===== src/hw/rtl/cws_pkg.sv =====
// Shared types and character codes for the comment and whitespace stripper.
// No dependencies; the stripper top, cws_lexer and cws_out_queue import this package.
`default_nettype none

package cws_pkg;

  localparam logic [7:0] CH_SLASH  = 8'h2F;
  localparam logic [7:0] CH_STAR   = 8'h2A;
  localparam logic [7:0] CH_BSLASH = 8'h5C;
  localparam logic [7:0] CH_SQUOTE = 8'h27;
  localparam logic [7:0] CH_DQUOTE = 8'h22;
  localparam logic [7:0] CH_LF     = 8'h0A;
  localparam logic [7:0] CH_TAB    = 8'h09;
  localparam logic [7:0] CH_CR     = 8'h0D;
  localparam logic [7:0] CH_SPACE  = 8'h20;

  // Result queue depth and its count width
  localparam int unsigned QUEUE_DEPTH = 3;
  localparam int unsigned CNT_W       = 2;

  typedef enum logic [1:0] {
    MODE_NORMAL = 2'd0,
    MODE_QUOTE  = 2'd1,
    MODE_LINE   = 2'd2,
    MODE_BLOCK  = 2'd3
  } lex_mode_t;

  typedef struct packed {
    logic [7:0] out_byte;
    logic       byte_valid;
    logic       out_last;
    logic       error;
  } result_t;

  // Results of one lexer step, in output order
  typedef struct packed {
    result_t    r0;
    result_t    r1;
    logic [1:0] n;
  } lex_out_t;

endpackage

`default_nettype wire


===== src/hw/rtl/cws_text_if.sv =====
// Input channel of the stripper: one source byte and its end mark per transfer.
// Standalone interface; no package needed.
`default_nettype none

interface cws_text_if;
  logic       valid;
  logic       ready;
  logic [7:0] in_byte;
  logic       in_last;

  modport source (output valid, output in_byte, output in_last, input ready);
  modport sink   (input valid, input in_byte, input in_last, output ready);
endinterface

`default_nettype wire


===== src/hw/rtl/cws_result_if.sv =====
// Output channel of the stripper: one kept byte or end marker per transfer.
// Standalone interface; no package needed.
`default_nettype none

interface cws_result_if;
  logic       valid;
  logic       ready;
  logic [7:0] out_byte;
  logic       byte_valid;
  logic       out_last;
  logic       error;

  modport source (output valid, output out_byte, output byte_valid, output out_last,
                  output error, input ready);
  modport sink   (input valid, input out_byte, input byte_valid, input out_last,
                  input error, output ready);
endinterface

`default_nettype wire


===== src/hw/rtl/comment_whitespace_stripper.sv =====
// Comment and whitespace stripper for C-style script source.
// Channels: text (sink) takes in_byte with in_last marking the final byte of
// the source; result (source) gives out_byte, byte_valid, out_last and error.
// A transfer happens when valid and ready are both high at a clock edge.
// A byte's first result passes through the input register, then the lexer step
// writes it into the result queue, whose head drives the result channel.
// Throughput: one byte per cycle. A byte yields zero, one or two results; the
// result channel moves one per cycle, so a run of two-result bytes fills the
// three-entry queue and text.ready then drops until space frees.
// The end of the text always yields a result with out_last set: on the last
// kept character, or as a bare marker with byte_valid low; error on it reports
// an open quote or block comment.
// When the receiver stalls, queued results hold and text.ready does not depend
// on result.ready. Reset (rst, synchronous) empties the input register and the
// queue and returns the lexer to normal text.
// Depends on cws_pkg, cws_text_if, cws_result_if, cws_lexer and cws_out_queue.
`default_nettype none

module comment_whitespace_stripper import cws_pkg::*; (
  input  wire logic    clk,
  input  wire logic    rst,
  cws_text_if.sink     text,
  cws_result_if.source result
);

  logic             in_v;
  logic [7:0]       in_byte_q;
  logic             in_last_q;
  logic             advance;
  logic [CNT_W-1:0] room;
  lex_out_t         lex_res;

  // Advance the held byte only when all its results fit
  assign advance    = in_v && ({1'b0, lex_res.n} <= {1'b0, room});
  assign text.ready = !in_v || advance;

  always_ff @(posedge clk) begin
    if (rst) begin
      in_v <= 1'b0;
    end else if (text.valid && text.ready) begin
      in_v <= 1'b1;
    end else if (advance) begin
      in_v <= 1'b0;
    end
  end

  always_ff @(posedge clk) begin
    if (text.valid && text.ready) begin
      in_byte_q <= text.in_byte;
      in_last_q <= text.in_last;
    end
  end

  cws_lexer u_lexer (
    .clk  (clk),
    .rst  (rst),
    .step (advance),
    .ch   (in_byte_q),
    .last (in_last_q),
    .res  (lex_res)
  );

  cws_out_queue u_queue (
    .clk     (clk),
    .rst     (rst),
    .push_n  (advance ? lex_res.n : 2'd0),
    .push_r0 (lex_res.r0),
    .push_r1 (lex_res.r1),
    .room    (room),
    .result  (result)
  );

endmodule

`default_nettype wire


===== src/hw/rtl/cws_lexer.sv =====
// Lexer state and per-byte decode: yields up to two results for one source byte.
// Depends on cws_pkg for modes, character codes and result types.
`default_nettype none

module cws_lexer import cws_pkg::*; (
  input  wire logic       clk,
  input  wire logic       rst,
  input  wire logic       step,
  input  wire logic [7:0] ch,
  input  wire logic       last,
  output lex_out_t        res
);

  lex_mode_t mode, mode_next;
  logic      quote_is_double, quote_is_double_next;
  logic      escape_pending, escape_pending_next;
  logic      slash_pending, slash_pending_next;
  logic      star_seen, star_seen_next;

  logic is_quote, is_ws, is_slash, is_star, is_close;
  logic keep_normal, emit_slash_first, emit_ch, emit_end_slash;

  assign is_slash = (ch == CH_SLASH);
  assign is_star  = (ch == CH_STAR);
  assign is_quote = (ch == CH_SQUOTE) || (ch == CH_DQUOTE);
  assign is_ws    = (ch == CH_SPACE) || (ch == CH_TAB) || (ch == CH_CR) || (ch == CH_LF);
  assign is_close = quote_is_double ? (ch == CH_DQUOTE) : (ch == CH_SQUOTE);

  // A held slash that does not open a comment goes out ahead of this byte
  assign keep_normal      = is_quote || (!is_slash && !is_ws);
  assign emit_slash_first = (mode == MODE_NORMAL) && slash_pending && !is_slash && !is_star;
  assign emit_ch          = (mode == MODE_QUOTE) ||
                            ((mode == MODE_NORMAL) && keep_normal &&
                             (!slash_pending || (!is_slash && !is_star)));
  assign emit_end_slash   = last && (mode == MODE_NORMAL) && !slash_pending && is_slash;

  // Next state
  always_comb begin
    mode_next            = mode;
    quote_is_double_next = quote_is_double;
    escape_pending_next  = escape_pending;
    slash_pending_next   = slash_pending;
    star_seen_next       = star_seen;
    case (mode)
      MODE_QUOTE: begin
        if (escape_pending) begin
          escape_pending_next = 1'b0;
        end else if (ch == CH_BSLASH) begin
          escape_pending_next = 1'b1;
        end else if (is_close) begin
          mode_next = MODE_NORMAL;
        end
      end
      MODE_LINE: begin
        if (ch == CH_LF) begin
          mode_next = MODE_NORMAL;
        end
      end
      MODE_BLOCK: begin
        if (star_seen && is_slash) begin
          mode_next      = MODE_NORMAL;
          star_seen_next = 1'b0;
        end else begin
          star_seen_next = is_star;
        end
      end
      default: begin
        if (slash_pending && is_slash) begin
          slash_pending_next = 1'b0;
          mode_next          = MODE_LINE;
        end else if (slash_pending && is_star) begin
          slash_pending_next = 1'b0;
          mode_next          = MODE_BLOCK;
          star_seen_next     = 1'b0;
        end else begin
          slash_pending_next = 1'b0;
          if (is_quote) begin
            mode_next            = MODE_QUOTE;
            quote_is_double_next = (ch == CH_DQUOTE);
            escape_pending_next  = 1'b0;
          end else if (is_slash) begin
            slash_pending_next = 1'b1;
          end
        end
      end
    endcase
    // The final byte closes the text
    if (last) begin
      mode_next            = MODE_NORMAL;
      quote_is_double_next = 1'b0;
      escape_pending_next  = 1'b0;
      slash_pending_next   = 1'b0;
      star_seen_next       = 1'b0;
    end
  end

  // Outputs
  always_comb begin
    logic       err;
    logic [1:0] nchar;
    err   = 1'b0;
    nchar = 2'(emit_slash_first) + 2'(emit_ch) + 2'(emit_end_slash);

    res.r0.out_byte   = emit_slash_first ? CH_SLASH : (emit_ch ? ch : CH_SLASH);
    res.r0.byte_valid = 1'b1;
    res.r0.out_last   = 1'b0;
    res.r0.error      = 1'b0;
    res.r1.out_byte   = ch;
    res.r1.byte_valid = 1'b1;
    res.r1.out_last   = 1'b0;
    res.r1.error      = 1'b0;
    res.n             = nchar;

    if (last) begin
      // Error reflects the mode after this byte
      case (mode)
        MODE_QUOTE: err = !(escape_pending == 1'b0 && ch != CH_BSLASH && is_close);
        MODE_BLOCK: err = !(star_seen && is_slash);
        MODE_LINE:  err = 1'b0;
        default:    err = (slash_pending && is_star) || (!slash_pending && is_quote) ||
                          (slash_pending && !is_slash && !is_star && is_quote);
      endcase
      if (nchar == 2'd0) begin
        res.r0.out_byte   = 8'h00;
        res.r0.byte_valid = 1'b0;
        res.r0.out_last   = 1'b1;
        res.r0.error      = err;
        res.n             = 2'd1;
      end else if (nchar == 2'd1) begin
        res.r0.out_last = 1'b1;
        res.r0.error    = err;
      end else begin
        res.r1.out_last = 1'b1;
        res.r1.error    = err;
      end
    end
  end

  always_ff @(posedge clk) begin
    if (rst) begin
      mode            <= MODE_NORMAL;
      quote_is_double <= 1'b0;
      escape_pending  <= 1'b0;
      slash_pending   <= 1'b0;
      star_seen       <= 1'b0;
    end else if (step) begin
      mode            <= mode_next;
      quote_is_double <= quote_is_double_next;
      escape_pending  <= escape_pending_next;
      slash_pending   <= slash_pending_next;
      star_seen       <= star_seen_next;
    end
  end

`ifndef SYNTHESIS
  a_two_are_chars: assert property (@(posedge clk) disable iff (rst)
    (step && res.n == 2'd2) |-> (res.r0.byte_valid && res.r1.byte_valid && !res.r0.out_last))
    else $error("two results from one byte must both carry characters");
  a_last_resets: assert property (@(posedge clk) disable iff (rst)
    (step && last) |=> (mode == MODE_NORMAL && !slash_pending && !escape_pending))
    else $error("state not cleared after final byte");
`endif

endmodule

`default_nettype wire


===== src/hw/rtl/cws_out_queue.sv =====
// Three-entry ordered result queue between the lexer and the result channel.
// Depends on cws_pkg for result types and queue sizing; drives cws_result_if.
`default_nettype none

module cws_out_queue import cws_pkg::*; (
  input  wire logic        clk,
  input  wire logic        rst,
  input  wire logic [1:0]  push_n,
  input  wire result_t     push_r0,
  input  wire result_t     push_r1,
  output logic [CNT_W-1:0] room,
  cws_result_if.source     result
);

  result_t          q [QUEUE_DEPTH];
  result_t          q_next [QUEUE_DEPTH];
  logic [CNT_W-1:0] cnt, cnt_next, cnt_pop;
  logic             pop;

  assign room = CNT_W'(QUEUE_DEPTH) - cnt;
  assign pop  = (cnt != '0) && result.ready;

  assign result.valid      = (cnt != '0);
  assign result.out_byte   = q[0].out_byte;
  assign result.byte_valid = q[0].byte_valid;
  assign result.out_last   = q[0].out_last;
  assign result.error      = q[0].error;

  // Shift out the head on a transfer, then append behind the survivors
  always_comb begin
    cnt_pop  = cnt - CNT_W'(pop);
    cnt_next = cnt_pop + CNT_W'(push_n);
    for (int i = 0; i < QUEUE_DEPTH; i++) begin
      if (pop && (i < QUEUE_DEPTH - 1)) begin
        q_next[i] = q[(i < QUEUE_DEPTH - 1) ? i + 1 : i];
      end else begin
        q_next[i] = q[i];
      end
      if (CNT_W'(i) == cnt_pop && push_n != 2'd0) begin
        q_next[i] = push_r0;
      end else if (CNT_W'(i) == cnt_pop + CNT_W'(1) && push_n == 2'd2) begin
        q_next[i] = push_r1;
      end
    end
  end

  always_ff @(posedge clk) begin
    if (rst) begin
      cnt <= '0;
    end else begin
      cnt <= cnt_next;
    end
  end

  always_ff @(posedge clk) begin
    for (int i = 0; i < QUEUE_DEPTH; i++) begin
      q[i] <= q_next[i];
    end
  end

`ifndef SYNTHESIS
  a_no_overflow: assert property (@(posedge clk) disable iff (rst)
    (push_n != 2'd0) |-> ({1'b0, push_n} <= {1'b0, room}))
    else $error("result queue overflow");
  a_stall_keeps: assert property (@(posedge clk) disable iff (rst)
    (result.valid && !result.ready) |=> (result.valid && cnt >= $past(cnt)))
    else $error("result lost while receiver stalled");
`endif

endmodule

`default_nettype wire


===== src/flat_wrapper.sv =====
// flat-port wrapper written by rule: the top's interface ports become plain ports
module comment_whitespace_stripper_flat import cws_pkg::*;
  (clk, rst, text_valid, text_in_byte, text_in_last, text_ready, result_valid, result_out_byte, result_byte_valid, result_out_last, result_error, result_ready);
  cws_text_if text_i ();
  cws_result_if result_i ();
  input  wire logic clk;
  input  wire logic rst;
  input wire logic [$bits(text_i.valid)-1:0] text_valid;
  input wire logic [$bits(text_i.in_byte)-1:0] text_in_byte;
  input wire logic [$bits(text_i.in_last)-1:0] text_in_last;
  output wire logic [$bits(text_i.ready)-1:0] text_ready;
  output wire logic [$bits(result_i.valid)-1:0] result_valid;
  output wire logic [$bits(result_i.out_byte)-1:0] result_out_byte;
  output wire logic [$bits(result_i.byte_valid)-1:0] result_byte_valid;
  output wire logic [$bits(result_i.out_last)-1:0] result_out_last;
  output wire logic [$bits(result_i.error)-1:0] result_error;
  input wire logic [$bits(result_i.ready)-1:0] result_ready;
  assign text_i.valid = text_valid;
  assign text_i.in_byte = text_in_byte;
  assign text_i.in_last = text_in_last;
  assign text_ready = text_i.ready;
  assign result_valid = result_i.valid;
  assign result_out_byte = result_i.out_byte;
  assign result_byte_valid = result_i.byte_valid;
  assign result_out_last = result_i.out_last;
  assign result_error = result_i.error;
  assign result_i.ready = result_ready;
  comment_whitespace_stripper u_core (.clk(clk), .rst(rst), .text(text_i), .result(result_i));
endmodule

===== config.mk =====
export PLATFORM = sky130hd
export DESIGN_NAME = comment_whitespace_stripper_flat
export DESIGN_NICKNAME = d
export VERILOG_FILES = /design/src/hw/rtl/cws_pkg.sv /design/src/hw/rtl/cws_text_if.sv /design/src/hw/rtl/cws_result_if.sv /design/src/hw/rtl/comment_whitespace_stripper.sv /design/src/hw/rtl/cws_lexer.sv /design/src/hw/rtl/cws_out_queue.sv /design/src/flat_wrapper.sv
export SDC_FILE = /design/constraint.sdc
export NUM_CORES = 1
export LEC_CHECK = 0
export ABC_AREA = 1
export BUFFER_PORTS_ARGS = -buffer_cell sky130_fd_sc_hd__buf_2
export CAP_MARGIN = 15
export CORE_MARGIN = 2
export CORE_UTILIZATION = 25
export CTS_CLUSTER_DIAMETER = 60
export DETAILED_ROUTE_END_ITERATION = 16
export GPL_ROUTABILITY_DRIVEN = 0
export HOLD_SLACK_MARGIN = 0.05
export PLACE_DENSITY_LB_ADDON = 0.08
export RECOVER_POWER = 100
export SLEW_MARGIN = 10
export SYNTH_ARGS = -nofsm -noshare
export SYNTH_HDL_FRONTEND = slang
export SYNTH_SLANG_ARGS = --single-unit

===== constraint.sdc =====
create_clock -name clk -period 10.6 [get_ports clk]
set_clock_uncertainty 0.15 [all_clocks]
set_input_delay 0.53 -clock clk [delete_from_list [all_inputs] [get_ports clk]]
set_output_delay 0.53 -clock clk [all_outputs]
set_load 0.02 [all_outputs]

Word level (Yosys, flattened, before mapping)

Memory sizes are Yosys's and may differ from the RTL's.
Index checks and enable logic that the tools add are counted.

Flip-flop bits (word level): 18
Memories kept: 1
Memory bits (writable): 33
Output and inout bits: 13
Word-level logic and storage cells: 170
Bits of input ports: 13

Bitwise operators: 1
Multiplexer cells: 56
Add/sub/neg operators: 6
Reduce and logical (&&, ||, !) cells: 64
Equal/unequal tests: 32
$lt $le $gt $ge: 1

Memories:

| memory           | depth | width | rd ports | clocked after Yosys merged registers in | write ports | line                | RTL |
|---|---|---|---|---|---|---|---|
| u_core.u_queue.q | 3     | 11    | 3        | 0                                       | 3           | cws_out_queue.sv:15 | `result_t q [QUEUE_DEPTH];` |

Operators by type and width:

| cell                 | count |
|---|---|
| $mux W11             | 9 |
| $eq A8 B6 Y1 const B | 5 |
| $mux W2              | 15 |
| $logic_and A1 B1 Y1  | 28 |
| $eq A8 B4 Y1 const B | 3 |
| $mux W1              | 24 |
| $ne A3 B2 Y1 const B | 7 |
| $mux W8              | 2 |
| $logic_or A1 B1 Y1   | 10 |
| $ne A2 B1 Y1 const B | 5 |
| $reduce_and A5 Y1    | 2 |
| $mux W9              | 1 |
| $eq A8 B7 Y1 const B | 1 |
| $logic_not A2 Y1     | 4 |
| $ne A8 B7 Y1 const B | 1 |
| $reduce_bool A2 Y1   | 4 |
| $logic_not A1 Y1     | 7 |
| $reduce_and A7 Y1    | 1 |
| $reduce_bool A7 Y1   | 1 |
| $eq A2 B2 Y1 const B | 3 |
| $pmux W2 S3          | 1 |
| $reduce_bool A3 Y1   | 2 |
| $eq A1 B2 Y1 const A | 2 |
| $eq A2 B1 Y1 const B | 2 |
| 17 further kinds     | 20 |

Depth between registers and ports, before layout

Depth after elaboration: 23
Depth in mapped cells: 23
Mapped depth without buffers: 22

Cells and area by module

Synthesis repeated with hierarchy kept, for this count alone.

Cell total of the unflattened synthesis: 458
Area, all modules: 3,427.0 µm²

Modules (own cells, without submodules):

| module                      | area each (µm²) | sequential area each (µm²) | instances | cells an instance |
|---|---|---|---|---|
| cws_out_queue               | 2,052.0         | 1,031.0                    | 1         | 262 |
| cws_lexer                   | 978.4           | 120.1                      | 1         | 166 |
| comment_whitespace_stripper | 396.6           | 290.3                      | 1         | 30 |

Worst setup path after synthesis

Ideal clock, no wire load.

Path kind: flip-flop to flip-flop
Start point: reg, netlist name u_core.in_byte_q[4]
End point: mem u_core.u_queue.q[0][22] in the netlist's numbering, enable pin
Buffers on the path: 1
Clock period less this slack: 4.258 ns
Library setup time: 0.397 ns
Arrival: 3.711 ns
Setup slack: 6.342 ns
Required time: 10.053 ns
Stages on the path, launching flop included: 18
Cells stage by stage: edfxtp_1 > inv_1 > nand2_1 > nor2_4 > nand2_2 > inv_1 > nand2_2 > nand3_1 > o21ai_2 > buf_6 > fa_1 > nor2_4 > nor2_8 > ha_1 > nand2_1 > nand2_1 > nand4_4 > o31ai_1

RTL lines:

| what      | line |
|---|---|
| to (decl) | cws_out_queue.sv:15 |

==> reports/results.ini <==
[layout]
nets=415
multiInputGateArea_um2=1319
fill_cells=1330
drive_above_1_share_pct=7.379
seq_area_um2=1441
syn2layout_area_growth_pct=9.412
antenna_cells=0

[synthesis]
yosys-top-cells-area=edfxtp_1 41%, nand2_1 15%, dfxtp_1 5.8%, inv_1 4.5%, nand3_1 4.4%
synth_top_area_share_pct=40.89
synthCells=373
synth.avg_cell_area_um2=8.269
synth-async-reset-ratio_pct=0
syn_nets=396
synth_top_area_cell=edfxtp_1
yosysSeqAreaShare_pct=46.73
synth_cell_types=35
ys_ff_latch=51
netlist_area_um2=3084
synth-edff-count=42
yosysWarnings=0
synth_ff_type=edfxtp_1

[die]
die_y_um=115.1
ios=26
rows=40
die_x_um=115.1
start_util_pct=25.68
core_um2=12010
die-area_um2=13240

[setup_path]
critPathLaunchType=flop
required_ns=10.39
arrival_ns=5.74
path_buf_inv=3
crit_family=simple AND/OR/NAND/NOR gates
cp-end-kind=flop
crit_chain=inv_1 -> nand2_1 -> nor2_1 -> nand2_2 -> inv_1 -> nand2_2 -> nand3_1 -> o21ai_0 -> fa_1 -> nor2_1 -> nor2_1 -> ha_1 -> nand2_1 -> nand2_1 -> nand2_1 -> a21oi_1 -> nand3_1 -> o31ai_1 -> clkbuf_1
slowest_stage=fa_1
cp_max_fo=15
max_stage_delay_ns=0.78
critPathKind=flop to flop
reg2reg_setup_slack_ns=4.64
cpMostUsedCell=nand2_1

[global_routing]
grt_pass1_wl_um=12850
grt.total_usage_pct=12.91
grt_pass1_vias=2381
grt_max_degree=23
grt_overflow=0
grt_antenna_before_repair=0

[hold_path]
min_path_type=input pin to flop

[timing]
rsz0062_at_grt=no
fin_crit_sh_pct=56.21
max_freq_mhz=167.8
tns_ns=0
period_needed_ns=5.958
hold_viol_final=0
slew_headroom_pct=-9.512
worst_slew_pin_slew_ns=1.626
finalSetupViolations=0
drv_slew=16

[route]
drt_iter0_markers=120
drt_wl_total_um=7874
dr.pass1.iters=4
via_per_inst=4.467
wl_per_cell_um=14.58
postRouteAntennaNets=0
vias=2412
drc_errors=0

[clock_tree]
cts.hold.buffers_added=0
clock_sinks=51
clkLatencyLatePin_ns=0.30
ctsResizeCount=0
root_buffer=clkbuf_16
htree_num_levels=2
cts_buffer_depth=2
cts_tree=done
clkTransAtPathRegs_ns=0.07
post_cts_buffers=0
numCtsBuffers=5

[pwr]
p_per_area_nw_per_um2=212.4
vdd_ir_drop_max_mv=0.05968
p_leak_uw=0.001439
total_power_uw=716.7

[placement]
portBuffers=25
dp_hpwl_um=6040

[flow_run]
drv_cap=1

[run_status]
failed_checks=max-capacitance violations, max-slew violations
status=complete, but fails checks

worst register-to-register path: stages, from the launching register on:
cell,delay [ns]
edfxtp_1,0.39
inv_1,0.15
nand2_1,0.09
nor2_1,0.41
nand2_2,0.16
inv_1,0.12
nand2_2,0.08
nand3_1,0.07
o21ai_0,0.57
fa_1,0.78
nor2_1,0.36
nor2_1,0.19
ha_1,0.31
nand2_1,0.07
nand2_1,0.12
nand2_1,0.15
a21oi_1,0.26
nand3_1,0.37
o31ai_1,0.17
clkbuf_1,0.61
final timing paths:
check	startpoint	to	cells past startpoint
min reg2reg	u_core.u_lexer.quote_is_double	u_core.u_lexer.quote_is_double	2
max	u_core.in_byte_q[6]	u_core.u_queue.q[0][31]	19
max reg2reg	u_core.in_byte_q[6]	u_core.u_queue.q[0][31]	19
min	text_in_byte[6]	u_core.in_byte_q[6]	1
power by group:
part | internal, µW | switching (µW) | total (µW) | leakage (µW)
clock | 112 | 77.5 | 189 | 0.0000818
sequential | 284 | 16.9 | 301 | 0.000462
combinational | 62.8 | 164 | 227 | 0.000895
cell families (layout without fill, tap and decap cells):
logic type,after synthesis,count (layout),share of synthesized area (%)
simple gates,202,202,29.74
compound gates,55,55,10.51
buf+inv,54,74,8.437
flops,51,51,46.73
fa+ha+maj,10,10,4.300
xor+xnor,1,1,0.2840
placed cells by master, fill, tap and decap left out, types with 2 or more instances in the layout:
cell and count:
nand2_2 3, buf_2 12, o21ai_0 22, inv_1 39, ha_1 9, edfxtp_1 42
a21oi_1 17, nor2_2 2, clkbuf_1 14, nor3_1 2, dfxtp_1 9, o211ai_1 11
nand3_1 28, o21ai_1 2, nand4_1 3, nor2_1 30, nand2_1 127, clkbuf_16 5
area by class of cell:
type / count / area share (%)
flip-flops and latches: 51 / 42.71
multi-input cells: 268 / 39.08
well taps: 147 / 5.450
inverters: 40 / 4.449
clock buffers: 5 / 3.708
repair buffers: 26 / 3.337
clock inverters: 3 / 1.261
state kept, by name, summed over array words and instances (netlist names):
register / count
u_core.u_queue.q: 33
u_core.in_byte_q: 8
u_core.u_lexer.mode: 2
u_core.u_queue.cnt: 2
u_core.in_last_q: 1
u_core.in_v: 1
u_core.u_lexer.escape_pending: 1
u_core.u_lexer.quote_is_double: 1
u_core.u_lexer.slash_pending: 1
u_core.u_lexer.star_seen: 1
Yosys cell counts (4+ instances only):
master	instances
a21oi_1	16
buf_4	9
dfxtp_1	9
edfxtp_1	42
ha_1	9
inv_1	37
nand2_1	126
nand2_2	4
nand3_1	27
nor2_1	26
o211ai_1	11
o21ai_0	20
per-layer routing:
layer | wire [µm] | track usage [%] | vias up
li1 | - | - | 1272
met3 | 250 | 3.057 | 10
met4 | 162 | 4.980 | 0
met5 | 0 | 0 | -
met1 | 4040 | 18.11 | 1088
met2 | 3420 | 19.25 | 42
metrics by stage:
| stage | instances | setup slack, ns | utilization (%) | hold slack [ns] | area, µm² |
|---|---|---|---|---|---|
| floorplan | 373 | 6.342 | - | 0.3066 | 3084 |
| global placement | 532 | 6.030 | 27.40 | 0.3810 | 3291 |
| detailed placement | 532 | 5.901 | 27.40 | 0.3681 | 3291 |
| CTS | 540 | 5.879 | 28.79 | 0.2335 | 3458 |
| global route | 540 | 4.035 | 28.09 | 0.2289 | 3374 |
| finish | 540 | 4.642 | 28.09 | 0.2451 | 3374 |
Power figures use the tool's default switching activity.
